**config.mk**
```make
export PLATFORM = sky130hd
export DESIGN_NAME = ordered_list_insert_erase
export DESIGN_NICKNAME = d
export VERILOG_FILES = /design/src/hdl/olie_pkg.sv /design/src/hdl/ordered_list_insert_erase.sv /design/src/hdl/olie_ram.sv /design/src/hdl/olie_ctrl.sv /design/src/hdl/olie_dp.sv
export SDC_FILE = /design/constraint.sdc
export NUM_CORES = 1
export LEC_CHECK = 0
export ABC_AREA = 1
export BUFFER_PORTS_ARGS = -buffer_cell sky130_fd_sc_hd__buf_2
export CORE_MARGIN = 2
export CORE_UTILIZATION = 25
export CTS_BUF_LIST = sky130_fd_sc_hd__clkbuf_2
export CTS_CLUSTER_DIAMETER = 30
export CTS_CLUSTER_SIZE = 20
export DETAILED_ROUTE_END_ITERATION = 10
export GPL_ROUTABILITY_DRIVEN = 1
export GPL_TIMING_DRIVEN = 0
export SLEW_MARGIN = 40
export SYNTH_ARGS = -nofsm -noshare
export SYNTH_HDL_FRONTEND = slang
export SYNTH_SLANG_ARGS = --single-unit
export TNS_END_PERCENT = 50
```
**constraint.sdc**
```tcl
create_clock -name clk_i -period 3.95 [get_ports clk_i]
set_clock_uncertainty 0.1 [all_clocks]
set_input_delay 0.5925 -clock clk_i [delete_from_list [all_inputs] [get_ports clk_i]]
set_output_delay 0.5925 -clock clk_i [all_outputs]
set_load 0.1 [all_outputs]
```
**src/hdl/olie_pkg.sv**
```systemverilog
// ============================================================================
// olie_pkg
// Types and codes shared by the ordered list controller, datapath, top level
// and checker.
// ============================================================================
`default_nettype none

package olie_pkg;

  localparam int unsigned OP_BITS     = 3;
  localparam int unsigned POS_BITS    = 4;
  localparam int unsigned VALUE_BITS  = 32;
  localparam int unsigned DATA_BITS   = 32;
  localparam int unsigned COUNT_BITS  = 5;
  localparam int unsigned STATUS_BITS = 2;

  typedef enum logic [OP_BITS-1:0] {
    OP_READ   = 3'd0,
    OP_PUSH   = 3'd1,
    OP_POP    = 3'd2,
    OP_INSERT = 3'd3,
    OP_ERASE  = 3'd4
  } op_e;

  typedef enum logic [STATUS_BITS-1:0] {
    ST_OK    = 2'd0,
    ST_FULL  = 2'd1,
    ST_EMPTY = 2'd2,
    ST_RANGE = 2'd3
  } status_e;

  typedef struct packed {
    logic [OP_BITS-1:0]    operation;
    logic [POS_BITS-1:0]   position;
    logic [VALUE_BITS-1:0] value;
  } req_t;

  typedef struct packed {
    logic [DATA_BITS-1:0]   read_data;
    logic [COUNT_BITS-1:0]  count;
    logic [STATUS_BITS-1:0] status;
  } rsp_t;

  typedef enum logic [2:0] {
    S_IDLE,
    S_EXEC,
    S_READ,
    S_SHIFT_RD,
    S_SHIFT_WR,
    S_PLACE
  } state_e;

  typedef enum logic [1:0] {
    R_POS,
    R_PREV,
    R_NEXT
  } rsrc_e;

  typedef enum logic [1:0] {
    W_TAIL,
    W_SHIFT,
    W_POS
  } wsrc_e;

  typedef enum logic [2:0] {
    IDX_HOLD,
    IDX_CNT,
    IDX_POS,
    IDX_DEC,
    IDX_INC
  } idx_op_e;

  typedef enum logic [1:0] {
    CNT_HOLD,
    CNT_INC,
    CNT_DEC
  } cnt_op_e;

  typedef struct packed {
    logic    capture;
    logic    mem_we;
    wsrc_e   wsrc;
    rsrc_e   rsrc;
    idx_op_e idx_op;
    cnt_op_e cnt_op;
    logic    finish;
    logic    take_rdata;
    status_e status;
  } ctrl_cmd_t;

  typedef struct packed {
    op_e  op;
    logic pos_ok;
    logic full;
    logic empty;
    logic ers_shift;
    logic ins_last;
    logic ers_more;
  } dp_stat_t;

endpackage

`default_nettype wire

```
**src/hdl/ordered_list_insert_erase.sv**
```systemverilog
// ============================================================================
// ordered_list_insert_erase
// Bounded ordered list of words with read, push, pop, insert and erase.
// ============================================================================
// Usage:
//   A request (req_i: operation, position, value) is taken at a clock edge
//   with start high and busy low. Exactly one response (rsp_o: read_data,
//   count, status) follows, shown for one cycle with done_o high. The
//   receiver cannot hold it off; it must take it in that cycle.
//   Sequencer states passed from the accepting edge on:
//     push, pop, errors, unknown codes: S_EXEC
//     read:                             S_EXEC, S_READ
//     insert at p with count n:         S_EXEC, n - p shifts, S_PLACE
//     erase at p with count n:          S_EXEC, n - 1 - p shifts
//   busy drops in the cycle done_o is high, so the next request can be
//   taken in that cycle. Entries live in a single-port-pair RAM; each
//   shift reads one entry in S_SHIFT_RD and writes it in S_SHIFT_WR.
//   Reset clears the element count and the sequencer; RAM contents are not
//   cleared, entries at and above count are never read.
// ============================================================================
`default_nettype none

module ordered_list_insert_erase #(
  parameter int unsigned DEPTH     = 16,
  parameter int unsigned WORD_BITS = 32
) (
  input  logic            clk_i,
  input  logic            rst_ni,
  input  logic            start,
  output logic            busy,
  input  olie_pkg::req_t  req_i,
  output logic            done_o,
  output olie_pkg::rsp_t  rsp_o
);

  import olie_pkg::*;

  ctrl_cmd_t cmd;
  dp_stat_t  stat;

  olie_ctrl u_ctrl (
    .clk_i   (clk_i),
    .rst_ni  (rst_ni),
    .start_i (start),
    .busy_o  (busy),
    .stat_i  (stat),
    .cmd_o   (cmd)
  );

  olie_dp #(
    .DEPTH     (DEPTH),
    .WORD_BITS (WORD_BITS)
  ) u_dp (
    .clk_i  (clk_i),
    .rst_ni (rst_ni),
    .req_i  (req_i),
    .cmd_i  (cmd),
    .stat_o (stat),
    .done_o (done_o),
    .rsp_o  (rsp_o)
  );

endmodule

`default_nettype wire

```
**src/hdl/olie_ram.sv**
```systemverilog
// ============================================================================
// olie_ram
// Generic single-clock RAM: one write port, one read port, registered read.
// ============================================================================
`default_nettype none

module olie_ram #(
  parameter int unsigned WIDTH = 32,
  parameter int unsigned DEPTH = 16,
  localparam int unsigned AW   = (DEPTH > 1) ? $clog2(DEPTH) : 1
) (
  input  logic             clk_i,
  input  logic             we_i,
  input  logic [AW-1:0]    waddr_i,
  input  logic [WIDTH-1:0] wdata_i,
  input  logic [AW-1:0]    raddr_i,
  output logic [WIDTH-1:0] rdata_o
);

  logic [WIDTH-1:0] mem_q [DEPTH];
  logic [WIDTH-1:0] rdata_q;

  always_ff @(posedge clk_i) begin
    if (we_i) begin
      mem_q[waddr_i] <= wdata_i;
    end
    rdata_q <= mem_q[raddr_i];
  end

  assign rdata_o = rdata_q;

endmodule

`default_nettype wire

```
**src/hdl/olie_ctrl.sv**
```systemverilog
// ============================================================================
// olie_ctrl
// Sequencer for the ordered list: decodes the captured request against the
// datapath status and steps the entry shifts one read and one write at a time.
// ============================================================================
`default_nettype none

module olie_ctrl (
  input  logic                 clk_i,
  input  logic                 rst_ni,
  input  logic                 start_i,
  output logic                 busy_o,
  input  olie_pkg::dp_stat_t   stat_i,
  output olie_pkg::ctrl_cmd_t  cmd_o
);

  import olie_pkg::*;

  state_e state_q, state_d;
  logic   is_insert;

  assign is_insert = (stat_i.op == OP_INSERT);

  always_ff @(posedge clk_i or negedge rst_ni) begin
    if (!rst_ni) begin
      state_q <= S_IDLE;
    end else begin
      state_q <= state_d;
    end
  end

  always_comb begin
    state_d = state_q;
    case (state_q)
      S_IDLE: begin
        if (start_i) state_d = S_EXEC;
      end
      S_EXEC: begin
        state_d = S_IDLE;
        case (stat_i.op)
          OP_READ: begin
            if (stat_i.pos_ok) state_d = S_READ;
          end
          OP_INSERT: begin
            if (stat_i.pos_ok && !stat_i.full) state_d = S_SHIFT_RD;
          end
          OP_ERASE: begin
            if (stat_i.pos_ok && stat_i.ers_shift) state_d = S_SHIFT_RD;
          end
          default: begin
          end
        endcase
      end
      S_READ: begin
        state_d = S_IDLE;
      end
      S_SHIFT_RD: begin
        state_d = S_SHIFT_WR;
      end
      S_SHIFT_WR: begin
        if (is_insert) begin
          state_d = stat_i.ins_last ? S_PLACE : S_SHIFT_RD;
        end else begin
          state_d = stat_i.ers_more ? S_SHIFT_RD : S_IDLE;
        end
      end
      S_PLACE: begin
        state_d = S_IDLE;
      end
      default: begin
        state_d = S_IDLE;
      end
    endcase
  end

  always_comb begin
    cmd_o = '{capture: 1'b0, mem_we: 1'b0, wsrc: W_TAIL, rsrc: R_POS,
              idx_op: IDX_HOLD, cnt_op: CNT_HOLD, finish: 1'b0,
              take_rdata: 1'b0, status: ST_OK};
    busy_o = 1'b1;
    case (state_q)
      S_IDLE: begin
        busy_o        = 1'b0;
        cmd_o.capture = start_i;
      end
      S_EXEC: begin
        case (stat_i.op)
          OP_READ: begin
            cmd_o.rsrc = R_POS;
            if (!stat_i.pos_ok) begin
              cmd_o.finish = 1'b1;
              cmd_o.status = ST_RANGE;
            end
          end
          OP_PUSH: begin
            cmd_o.finish = 1'b1;
            if (stat_i.full) begin
              cmd_o.status = ST_FULL;
            end else begin
              cmd_o.mem_we = 1'b1;
              cmd_o.wsrc   = W_TAIL;
              cmd_o.cnt_op = CNT_INC;
            end
          end
          OP_POP: begin
            cmd_o.finish = 1'b1;
            if (stat_i.empty) begin
              cmd_o.status = ST_EMPTY;
            end else begin
              cmd_o.cnt_op = CNT_DEC;
            end
          end
          OP_INSERT: begin
            if (!stat_i.pos_ok) begin
              cmd_o.finish = 1'b1;
              cmd_o.status = ST_RANGE;
            end else if (stat_i.full) begin
              cmd_o.finish = 1'b1;
              cmd_o.status = ST_FULL;
            end else begin
              cmd_o.idx_op = IDX_CNT;
            end
          end
          OP_ERASE: begin
            if (!stat_i.pos_ok) begin
              cmd_o.finish = 1'b1;
              cmd_o.status = ST_RANGE;
            end else if (stat_i.ers_shift) begin
              cmd_o.idx_op = IDX_POS;
            end else begin
              cmd_o.finish = 1'b1;
              cmd_o.cnt_op = CNT_DEC;
            end
          end
          default: begin
            cmd_o.finish = 1'b1;
          end
        endcase
      end
      S_READ: begin
        cmd_o.finish     = 1'b1;
        cmd_o.take_rdata = 1'b1;
      end
      S_SHIFT_RD: begin
        cmd_o.rsrc = is_insert ? R_PREV : R_NEXT;
      end
      S_SHIFT_WR: begin
        cmd_o.mem_we = 1'b1;
        cmd_o.wsrc   = W_SHIFT;
        if (is_insert) begin
          cmd_o.idx_op = IDX_DEC;
        end else begin
          cmd_o.idx_op = IDX_INC;
          if (!stat_i.ers_more) begin
            cmd_o.finish = 1'b1;
            cmd_o.cnt_op = CNT_DEC;
          end
        end
      end
      S_PLACE: begin
        cmd_o.mem_we = 1'b1;
        cmd_o.wsrc   = W_POS;
        cmd_o.cnt_op = CNT_INC;
        cmd_o.finish = 1'b1;
      end
      default: begin
      end
    endcase
  end

endmodule

`default_nettype wire

```
**src/hdl/olie_dp.sv**
```systemverilog
// ============================================================================
// olie_dp
// Ordered list datapath: request registers, element count, shift index,
// element RAM and the registered result.
// ============================================================================
`default_nettype none

module olie_dp #(
  parameter int unsigned DEPTH     = 16,
  parameter int unsigned WORD_BITS = 32
) (
  input  logic                 clk_i,
  input  logic                 rst_ni,
  input  olie_pkg::req_t       req_i,
  input  olie_pkg::ctrl_cmd_t  cmd_i,
  output olie_pkg::dp_stat_t   stat_o,
  output logic                 done_o,
  output olie_pkg::rsp_t       rsp_o
);

  import olie_pkg::*;

  localparam int unsigned ADDR_W = $clog2(DEPTH);
  localparam int unsigned CNT_W  = $clog2(DEPTH + 1);
  localparam int unsigned CMP_W  = (CNT_W > POS_BITS) ? CNT_W : POS_BITS;
  localparam int unsigned E_W    = CMP_W + 1;
  localparam int unsigned IE_W   = CNT_W + 1;
  localparam int unsigned VAL_W  = (WORD_BITS > VALUE_BITS) ? WORD_BITS : VALUE_BITS;
  localparam int unsigned RD_W   = (WORD_BITS > DATA_BITS) ? WORD_BITS : DATA_BITS;
  localparam int unsigned OC_W   = (CNT_W > COUNT_BITS) ? CNT_W : COUNT_BITS;

  logic [OP_BITS-1:0]   op_q;
  logic [POS_BITS-1:0]  pos_q;
  logic [WORD_BITS-1:0] val_q;
  logic [CNT_W-1:0]     count_q, count_d;
  logic [ADDR_W-1:0]    idx_q, idx_d;
  logic                 done_q;
  rsp_t                 rsp_q, rsp_d;

  logic [VAL_W-1:0]     val_ext;
  logic [RD_W-1:0]      rd_ext;
  logic [OC_W-1:0]      cnt_out_ext;
  logic [CMP_W-1:0]     pos_cmp, cnt_cmp;
  logic [E_W-1:0]       pos_p1;
  logic [IE_W-1:0]      idx_p2;
  logic [ADDR_W-1:0]    pos_addr, cnt_addr, idx_m1, idx_p1;
  logic [ADDR_W-1:0]    raddr, waddr;
  logic [WORD_BITS-1:0] wdata, rdata;

  assign val_ext  = VAL_W'(req_i.value);
  assign pos_cmp  = CMP_W'(pos_q);
  assign cnt_cmp  = CMP_W'(count_q);
  assign pos_addr = pos_cmp[ADDR_W-1:0];
  assign cnt_addr = count_q[ADDR_W-1:0];
  assign idx_m1   = idx_q - ADDR_W'(1);
  assign idx_p1   = idx_q + ADDR_W'(1);
  assign pos_p1   = E_W'(pos_cmp) + E_W'(1);
  assign idx_p2   = IE_W'(idx_q) + IE_W'(2);

  assign stat_o.op        = op_e'(op_q);
  assign stat_o.pos_ok    = (pos_cmp < cnt_cmp);
  assign stat_o.full      = (count_q == CNT_W'(DEPTH));
  assign stat_o.empty     = (count_q == '0);
  assign stat_o.ers_shift = (pos_p1 < E_W'(cnt_cmp));
  assign stat_o.ins_last  = (idx_m1 == pos_addr);
  assign stat_o.ers_more  = (idx_p2 < IE_W'(count_q));

  always_comb begin
    case (cmd_i.rsrc)
      R_POS:   raddr = pos_addr;
      R_PREV:  raddr = idx_m1;
      R_NEXT:  raddr = idx_p1;
      default: raddr = pos_addr;
    endcase
  end

  always_comb begin
    case (cmd_i.wsrc)
      W_TAIL: begin
        waddr = cnt_addr;
        wdata = val_q;
      end
      W_SHIFT: begin
        waddr = idx_q;
        wdata = rdata;
      end
      W_POS: begin
        waddr = pos_addr;
        wdata = val_q;
      end
      default: begin
        waddr = cnt_addr;
        wdata = val_q;
      end
    endcase
  end

  always_comb begin
    case (cmd_i.idx_op)
      IDX_HOLD: idx_d = idx_q;
      IDX_CNT:  idx_d = cnt_addr;
      IDX_POS:  idx_d = pos_addr;
      IDX_DEC:  idx_d = idx_m1;
      IDX_INC:  idx_d = idx_p1;
      default:  idx_d = idx_q;
    endcase
  end

  always_comb begin
    case (cmd_i.cnt_op)
      CNT_HOLD: count_d = count_q;
      CNT_INC:  count_d = count_q + CNT_W'(1);
      CNT_DEC:  count_d = count_q - CNT_W'(1);
      default:  count_d = count_q;
    endcase
  end

  assign rd_ext      = RD_W'(rdata);
  assign cnt_out_ext = OC_W'(count_d);

  always_comb begin
    rsp_d.read_data = cmd_i.take_rdata ? rd_ext[DATA_BITS-1:0] : '0;
    rsp_d.count     = cnt_out_ext[COUNT_BITS-1:0];
    rsp_d.status    = cmd_i.status;
  end

  olie_ram #(
    .WIDTH (WORD_BITS),
    .DEPTH (DEPTH)
  ) u_ram (
    .clk_i   (clk_i),
    .we_i    (cmd_i.mem_we),
    .waddr_i (waddr),
    .wdata_i (wdata),
    .raddr_i (raddr),
    .rdata_o (rdata)
  );

  always_ff @(posedge clk_i or negedge rst_ni) begin
    if (!rst_ni) begin
      count_q <= '0;
      idx_q   <= '0;
      done_q  <= 1'b0;
    end else begin
      count_q <= count_d;
      idx_q   <= idx_d;
      done_q  <= cmd_i.finish;
    end
  end

  always_ff @(posedge clk_i) begin
    if (cmd_i.capture) begin
      op_q  <= req_i.operation;
      pos_q <= req_i.position;
      val_q <= val_ext[WORD_BITS-1:0];
    end
    if (cmd_i.finish) begin
      rsp_q <= rsp_d;
    end
  end

  assign done_o = done_q;
  assign rsp_o  = rsp_q;

endmodule

`default_nettype wire

```
==> flow_summary.yaml, run 1 <==
floorplan:
  core_um2: 107000
  chipWidth_um: 332
  rows: 120
  die_area_um2: 110000
  io_pins: 83
  initial_core_util: 0.251
  die-height_um: 332
grt:
  groute.layer.met1.usage: 0.172
  antenna_found_initial: 2
  grt_overflow: 0
  grt_pass1_wl_um: 111000
  top_usage_layer: "met2"
  grt_start_max_net_pins: 17
  grt_use_met3: 0.0210
  grt_use_total: 0.131
  grt_use_met2: 0.221
  grt_pass1_vias: 18500
clock_network:
  htree_levels: 3
  cts_sinks: 635
  clock-root-buffer: "clkbuf_2"
  clk_pin_slew_worst_paths_ns: 0.15
  cts_inserted_buffers: 116
  cts_tree: "done"
  clk_latency_ns: 1.21
  cts_buffer_depth: 3
power:
  p_per_area_nw_per_um2: 725
  power.leakage_nw: 13.9
  peakVddDrop_mv: 0.304
worst_hold_path:
  min_from: "start"
  holdPathStages: 4
  hp-class: "primary input to flip-flop"
  min_to: "u_dp.val_q[12]"
layout:
  nNetsFinal: 3027
  finalNonFillerCells: 4468
  mostFrequentLayoutCells: "1,550 x nand2_1, 590 x edfxtp_1, 136 x buf_2, 136 x clkbuf_2, 82 x dlygate4sd3_1"
  final_util: 0.307
  syn_to_final_growth_pct: 22.3
  fill_cells: 10800
  drive_gt1_frac: 0.169
  layout_commonest_cell: "nand2_1"
drt:
  drt_iter0_drc: 1510
  wl_per_cell_um: 16.3
  viasPerCell: 4.26
  wirelength_um: 73000
  ant_nets: 0
  drc: 0
  dr_total_vias: 19000
  firstDrtPassIters: 5
place:
  port_buffers: 82
  hpwl_um: 50000
  dp_cells: 4161
  gp_congestion: 0.821
sta:
  slew-limit-headroom: 0.441
  tightest_slew_ns: 0.836
  setup-tns-final_ns: 0
  min_period_ns: 3.63
  fmaxAchievable_mhz: 275
  report.final.slew_viol_count: 0
  hold_viol: 0
  final.period_utilization: 0.920
  rsz0062_at_grt: "false"
  hold_slack_ns: 0.318
  setup_viol: 0
worst_setup_path:
  crit_type: "flip-flop to flip-flop"
  worstPathMaxFanout: 13
  r2r_end: "u_dp.u_ram.mem_q[2][1]"
  cp.required_ns: 4.75
  reg2regPathDepth: 13
  r2r_slack_ns: 0.32
  rr_startpoint: "u_ctrl.state_q[1]"
  endpoint_kind: "flip-flop"
  arrival_ns: 4.44
  cp-start-kind: "flip-flop"
run:
  cap_viol_max_count: 0
yosys:
  synthCells: 2613
  syn_nets: 2679
  syn_area_per_cell_um2: 10.3
  synth_cell_types: 32
  syn_area_um2: 26800
  yosys.area.top_type: "edfxtp_1"
  synth_area_leaders: "edfxtp_1 66%, nand2_1 22%, dfxtp_1 2.4%"
  yosysWarnings: 0
  yosysSeqAreaShare: 0.696
  yosys.area.top_type_share: 0.660
  ys_ff_latch: 635
run_status:
  outcome: "finished, final reports clean"
[state kept, by name, summed over array words and instances, names as in the netlist]
name,count
u_dp.idx_q,4
u_dp.cnt_cmp,5
u_dp.u_ram.rdata_o,32
u_dp.done_o,1
u_dp.op_q,3
u_dp.pos_addr,4
u_dp.u_ram.mem_q,512
u_dp.val_q,32
u_dp.rsp_o,39
u_ctrl.state_q,3
[how the worst max path moves through the flow]
stage | startpoint | end
2_1_floorplan | u_ctrl.state_q[2] | u_dp.op_q[0]
3_3_place_gp | u_ctrl.state_q[1] | u_dp.u_ram.mem_q[2][29]
3_5_place_dp | u_ctrl.state_q[1] | u_dp.u_ram.mem_q[1][26]
4_1_cts | u_ctrl.state_q[1] | u_dp.u_ram.mem_q[1][20]
5_1_grt | u_dp.cnt_cmp[2] | u_dp.rsp_o[5]
6_report | u_ctrl.state_q[1] | u_dp.u_ram.mem_q[2][1]
[worst max-delay path, cell delays in order (launching register included)]
cell and delay [ns]:
dfrtp_1 0.45, inv_1 0.10, nand2_1 0.09, nor2_1 0.20, inv_1 0.11, ha_1 0.19
inv_1 0.19, clkbuf_4 0.40, o221ai_1 0.15, o21ai_0 0.16, nand2_1 0.32, nor2_4 0.41
buf_8 0.25, buf_16 0.18
[cells in the mapped netlist]
cell type  count
a21o_1         1
a21oi_1       11
a31oi_1        1
and3_1         1
buf_2         54
buf_4         48
buf_6          2
clkbuf_1      11
dfrtp_1       13
dfxtp_1       32
edfxtp_1     590
fa_1           1
ha_1          23
inv_1         81
inv_2          1
nand2_1     1550
nand2_2        2
nand3_1       26
nand3b_1       3
nand4_1        2
nor2_1        85
nor2_2         1
nor2_4         1
nor3_1         4
o211ai_1       3
o21ai_0       49
o21ai_2        1
o21bai_1       1
o221ai_1       1
o22ai_1        3
xnor2_1        1
xor2_1        10
[layer usage]
metal / part of all wire / wire [um]
met1: 0.44 / 32100
met2: 0.48 / 34900
met3: 0.060 / 4390
met4: 0.023 / 1670
met5: 0 / 0
[stage by stage]
step	total power, mW	setup slack [ns]	area, um2
3_3_place_gp	17.9	-2.30	29000
2_1_floorplan	15.4	0.0801	26800
6_report	23.8	0.316	32800
5_1_grt	25.2	0.0235	32800
3_5_place_dp	18.6	0.0704	30200
4_1_cts	23.9	0.132	32800
[cell type report]
class,count,area [um2],share of cell area
Clock inverter,84,1070,0.0326
Clock buffer,133,666,0.0203
Tap cell,1403,1760,0.0535
Buffer,115,702,0.0214
Timing Repair Buffer,230,2220,0.0676
Antenna cell,5,12.5,0.000381
Inverter,82,308,0.00938
Multi-Input combinational cell,1781,7400,0.225
Sequential cell,635,18700,0.569
[logic make-up (layout without fill, tap and decap cells)]
family,after synthesis,in the layout,synth area share
compound gates,71,71,0.0142
xor+xnor,11,11,0.00359
fa+ha+maj,24,24,0.0115
buf+inv,197,644,0.0374
flops,635,635,0.696
other cells,0,5,0
simple gates,1675,1675,0.237
[where the power goes]
| group | switching (mW) | leakage (nW) | total [mW] | internal [mW] |
|---|---|---|---|---|
| Combinational | 7.14 | 7.06 | 9.47 | 2.33 |
| Sequential | 0.300 | 5.79 | 9.00 | 8.70 |
| Clock | 2.74 | 1.04 | 5.32 | 2.57 |
[what timing repair did]
item | in CTS | in global routing
buffers inserted | 0 | 2
gates resized for setup | 1 | 2
pin swaps | 0 | 2
hold buffers | 82 | 0
endpoints found under the setup margin | 1 | 18
endpoints found under the hold margin | 79 | 0
(Power assumes the default switching activity.)
==> run 2, diff against run 1 <==
--- a/config.mk
+++ b/config.mk
@@ -15,7 +15,7 @@
 export DETAILED_ROUTE_END_ITERATION = 10
 export GPL_ROUTABILITY_DRIVEN = 1
 export GPL_TIMING_DRIVEN = 0
-export SLEW_MARGIN = 40
+export RECOVER_POWER = 50
 export SYNTH_ARGS = -nofsm -noshare
 export SYNTH_HDL_FRONTEND = slang
 export SYNTH_SLANG_ARGS = --single-unit
==> run 2 against run 1 <==
Against the previous run:
- the flow now finishes with violations (max-capacitance violations, max-slew violations)
- cell count down 0.16%
- sequential cell count unchanged
- first-iteration DRC count up 10%
- non-clock buffer count down 9
- largest cell class unchanged
==> flow_summary.yaml, run 2 (synthesized netlist as in run 1, its figures left out) <==
sta:
  fmaxAchievable_mhz: 270
  tightest_slew_ns: 1.94
  fin_ws_ns: 0.251
  min_period_ns: 3.70
  final.period_utilization: 0.937
  hold_viol: 0
  slew-limit-headroom: -0.298
  report.final.slew_viol_count: 20
  rsz0062_at_grt: "false"
  setup_viol: 0
grt:
  grt_pass1_vias: 18300
  grt_start_max_net_pins: 26
  grt_use_total: 0.130
  grt_pass1_wl_um: 110000
  antenna_found_initial: 3
  grt_overflow: 0
clock_network:
  cts_tree: "done"
  clk_pin_slew_worst_paths_ns: 0.18
  cts_buffer_depth: 3
  htree_levels: 3
  cts_inserted_buffers: 116
  clock-root-buffer: "clkbuf_2"
  cts_sinks: 635
  clk_latency_ns: 1.22
layout:
  fill_cells: 10900
  final-seq-area_um2: 18700
  mostFrequentLayoutCells: "1,550 x nand2_1, 590 x edfxtp_1, 141 x clkbuf_2"
  largest_reg_flops: 512
  multiInputGateArea_um2: 7230
  drive_gt1_frac: 0.132
  syn_to_final_growth_pct: 19.8
  largest_register: "u_dp.u_ram.mem_q"
  final_util: 0.301
  nNetsFinal: 3018
  layout_commonest_cell: "nand2_1"
  finalNonFillerCells: 4461
place:
  port_buffers: 82
  dp_slack_ns: -0.361
  gp_congestion: 0.821
  dp_cells: 4140
  hpwl_um: 48900
worst_hold_path:
  hp-class: "primary input to async pin"
floorplan:
  io_pins: 83
  rows: 120
  die_area_um2: 110000
  initial_core_util: 0.251
  die-height_um: 332
  core_um2: 107000
  chipWidth_um: 332
drt:
  wirelength_um: 73400
  wl_per_cell_um: 16.5
  viasPerCell: 4.25
  dr_total_vias: 18900
  firstDrtPassIters: 7
  drc: 0
  drt_iter0_drc: 1666
  ant_nets: 0
worst_setup_path:
  cp-start-kind: "flip-flop"
  endpoint_kind: "flip-flop"
  crit_type: "flip-flop to flip-flop"
  cp.required_ns: 4.70
  arrival_ns: 4.45
  worstPathMaxFanout: 20
run_status:
  failed_checks: "max-capacitance violations, max-slew violations"
  outcome: "finished with violations"
power:
  total_power_mw: 23.4
  peakVddDrop_mv: 0.279
  power.leakage_nw: 13.5
  p_per_area_nw_per_um2: 727
run:
  cap_viol_max_count: 1
-- run 2: cell type report --
cell class / count / area share
repair buffers: 221 / 0.0554
inverters: 82 / 0.00957
flip-flops and latches: 635 / 0.581
well taps: 1403 / 0.0546
plain buffers: 115 / 0.0214
multi-input cells: 1781 / 0.225
clock inverters: 87 / 0.0320
clock buffers: 134 / 0.0209
diodes: 3 / 0.000234
-- run 2: metal layers --
layer | up-vias | share of wire | GRT usage
met1 | 8960 | 0.44 | 0.171
met2 | 635 | 0.48 | 0.222
met5 | - | 0 | 0
li1 | 9230 | - | -
met4 | 0 | 0.023 | 0.0370
met3 | 120 | 0.061 | 0.0181
-- run 2: power breakdown --
group,internal [mW],leakage (nW),switching [mW]
Sequential,8.73,5.79,0.311
Combinational,2.08,6.66,7.04
Clock,2.37,1.04,2.82
Total,13.2,13.5,10.2
-- run 2: final timing paths --
check / startpoint / to / slack, ns / cells after the start
setup / recovery: u_ctrl.state_q[1] / u_dp.u_ram.mem_q[9][20] / 0.25 / 12
hold / removal: rst_ni / u_dp.cnt_cmp[4] / 0.38 / 3
setup reg to reg: u_ctrl.state_q[1] / u_dp.u_ram.mem_q[9][20] / 0.25 / 12
hold reg to reg: u_dp.u_ram.rdata_o[13] / u_dp.rsp_o[20] / 0.44 / 2
max in group asynchronous: rst_ni / u_dp.idx_q[3] / 2.90 / 3
min in group clk_i: u_dp.u_ram.rdata_o[13] / u_dp.rsp_o[20] / 0.44 / 2
-- run 2: what timing repair did --
| action | CTS | global route |
|---|---|---|
| endpoints found under the hold margin | 92 | 0 |
| buffers inserted | 0 | 15 |
| cloned | 0 | 0 |
| endpoints found under the setup margin | 523 | 98 |
| gates resized for setup | 1 | 4 |
| hold buffers | 82 | 0 |
| pin swaps | 0 | 6 |
-- run 2: per-stage QoR --
stage | TNS (ns) | area (um2) | hold slack [ns]
floorplan | 0 | 26800 | 0.197
global placement | -1206.31 | 29000 | 0.414
detailed placement | -75.67 | 29700 | 0.412
CTS | 0 | 32200 | 0.225
finish | 0 | 32100 | 0.382
global route | 0 | 32100 | 0.315
-- run 2: critical path: stages, from the launching register on --
cell and delay (ns):
dfrtp_1 0.44, inv_1 0.10, nand2_1 0.09, nor2_1 0.19, inv_1 0.11, ha_1 0.18
inv_1 0.18, buf_2 0.49, o21ai_0 0.14, o21ai_0 0.17, nand2_1 0.31, nor2_4 0.56
buf_12 0.26
==> run 3, diff against run 2 <==
--- a/config.mk
+++ b/config.mk
@@ -15,6 +15,7 @@
 export DETAILED_ROUTE_END_ITERATION = 10
 export GPL_ROUTABILITY_DRIVEN = 1
 export GPL_TIMING_DRIVEN = 0
+export MAX_ROUTING_LAYER = met4
 export RECOVER_POWER = 50
 export SYNTH_ARGS = -nofsm -noshare
 export SYNTH_HDL_FRONTEND = slang
==> run 3 against run 2 <==
Against the previous run:
- critical path depth stayed put
- sequential cell count unchanged
- via count down 0.13%
- combinational power barely moved
- first-iteration DRC count rose by 3.3%
- the run still ends with max-capacitance violations, max-slew violations left
- global-route usage is 0.39 points higher
==> flow_summary.yaml, run 3 (synthesized netlist as in run 1, its figures left out) <==
run_status:
  outcome: "finished with violations"
  failed_checks: "max-capacitance violations, max-slew violations"
place:
  port_buffers: 82
  gp_congestion: 0.833
  hpwl_um: 48900
  dp_slack_ns: -0.361
sta:
  min_period_ns: 3.73
  slew-limit-headroom: -0.292
  fmaxAchievable_mhz: 268
  hold_viol: 0
  report.final.slew_viol_count: 20
  rsz0062_at_grt: "false"
  final.period_utilization: 0.944
  fin_ws_ns: 0.222
  setup_viol: 0
  tightest_slew_ns: 1.93
drt:
  dr_total_vias: 18900
  wirelength_um: 73300
  drt_iter0_drc: 1721
  firstDrtPassIters: 5
  wl_per_cell_um: 16.4
  ant_nets: 0
  drc: 0
  viasPerCell: 4.24
worst_setup_path:
  crit_path_max_incr_delay_ns: 0.57
  crit_buf_inv: 5
  crit_family: "simple AND/OR/NAND/NOR gates"
  endpoint_kind: "flip-flop"
  worst_path_max_delay_cell: "nor2_4"
  cp.required_ns: 4.72
  worstPathMaxFanout: 20
  crit_top_cell: "inv_1"
  path_depth: 12
  arrival_ns: 4.50
  reg2regPathDepth: 12
  cp-start-kind: "flip-flop"
  crit_type: "flip-flop to flip-flop"
  path_cells: "inv_1 -> nand2_1 -> nor2_1 -> inv_1 -> ha_1 -> inv_1 -> buf_2 -> o21ai_0 -> o21ai_0 -> nand2_1 -> nor2_4 -> buf_12"
layout:
  layout_commonest_cell: "nand2_1"
  largest_register: "u_dp.u_ram.mem_q"
  largest_reg_flops: 512
  drive_gt1_frac: 0.132
  mostFrequentLayoutCells: "1,550 x nand2_1, 590 x edfxtp_1, 141 x clkbuf_2"
  nNetsFinal: 3018
  syn_to_final_growth_pct: 19.8
grt:
  grt_pass1_vias: 18300
  grt_start_max_net_pins: 26
  grt_pass1_wl_um: 110000
  grt_overflow: 0
  grt_use_total: 0.134
  antenna_found_initial: 3
power:
  power.leakage_nw: 13.5
  p_per_area_nw_per_um2: 727
  peakVddDrop_mv: 0.279
  total_power_mw: 23.4
clock_network:
  cts_inserted_buffers: 116
  cts_buffer_depth: 3
  cts_sinks: 635
  clk_pin_slew_worst_paths_ns: 0.16
  clock-root-buffer: "clkbuf_2"
  cts_tree: "done"
  clk_latency_ns: 1.22
  htree_levels: 3
floorplan:
  initial_core_util: 0.251
  die-height_um: 332
  die_area_um2: 110000
  chipWidth_um: 332
  rows: 120
  core_um2: 107000
  io_pins: 83
run:
  cap_viol_max_count: 1
worst_hold_path:
  hp-class: "primary input to async pin"
## run 3: final timing paths
check	start	slack (ns)	endpoint
max	u_ctrl.state_q[1]	0.22	u_dp.u_ram.mem_q[9][20]
min	rst_ni	0.36	u_ctrl.state_q[0]
max reg2reg	u_ctrl.state_q[1]	0.22	u_dp.u_ram.mem_q[9][20]
min reg2reg	u_dp.u_ram.rdata_o[13]	0.44	u_dp.rsp_o[20]
max in group asynchronous	rst_ni	2.91	u_dp.cnt_cmp[3]
min in group clk_i	u_dp.u_ram.rdata_o[13]	0.44	u_dp.rsp_o[20]
## run 3: where the power goes
| group | internal (mW) | total, mW | leakage [nW] | switching (mW) |
|---|---|---|---|---|
| clock | 2.37 | 5.20 | 1.04 | 2.83 |
| combinational | 2.08 | 9.12 | 6.66 | 7.04 |
| sequential | 8.73 | 9.04 | 5.79 | 0.313 |
| total | 13.2 | 23.4 | 13.5 | 10.2 |
## run 3: through the flow
stage                     TNS (ns)  hold WS, ns  instances   util  cell area, um2
after CTS                        0        0.225       4443  0.302           32200
after global placement    -1206.31        0.414       4098  0.272           29000
after global routing             0        0.293       4462  0.301           32200
after floorplan                  0        0.197       2613      -           26800
final                            0        0.361       4462  0.301           32200
after detailed placement    -75.67        0.412       4140  0.278           29700
## run 3: routing by layer
| layer | track usage | wire length (um) |
|---|---|---|
| met5 | - | 0 |
| met4 | 0.0370 | 1570 |
| met3 | 0.0184 | 4340 |
| met2 | 0.222 | 35200 |
| met1 | 0.171 | 32200 |
## run 3: tightest hold or removal path, cell delays in order
cell	delay [ns]
dlygate4sd3_1	0.52
buf_2	0.09
dlygate4sd3_1	0.98
## run 3: timing repair
action | in CTS | in global routing
pin swaps | 0 | 6
gates resized for setup | 1 | 4
endpoints found under the hold margin | 92 | 0
hold buffers | 82 | 0
setup endpoints to repair | 523 | 98
buffers inserted | 0 | 15
## run 3: layout make-up
type	instances	area, um2
multi-input cells	1781	7230
fillers	10900	74600
plain buffers	115	689
flip-flops and latches	635	18700
clock inverters	87	1030
clock buffers	134	671
well taps	1403	1760
diodes	4	10.0
inverters	82	308
repair buffers	221	1780
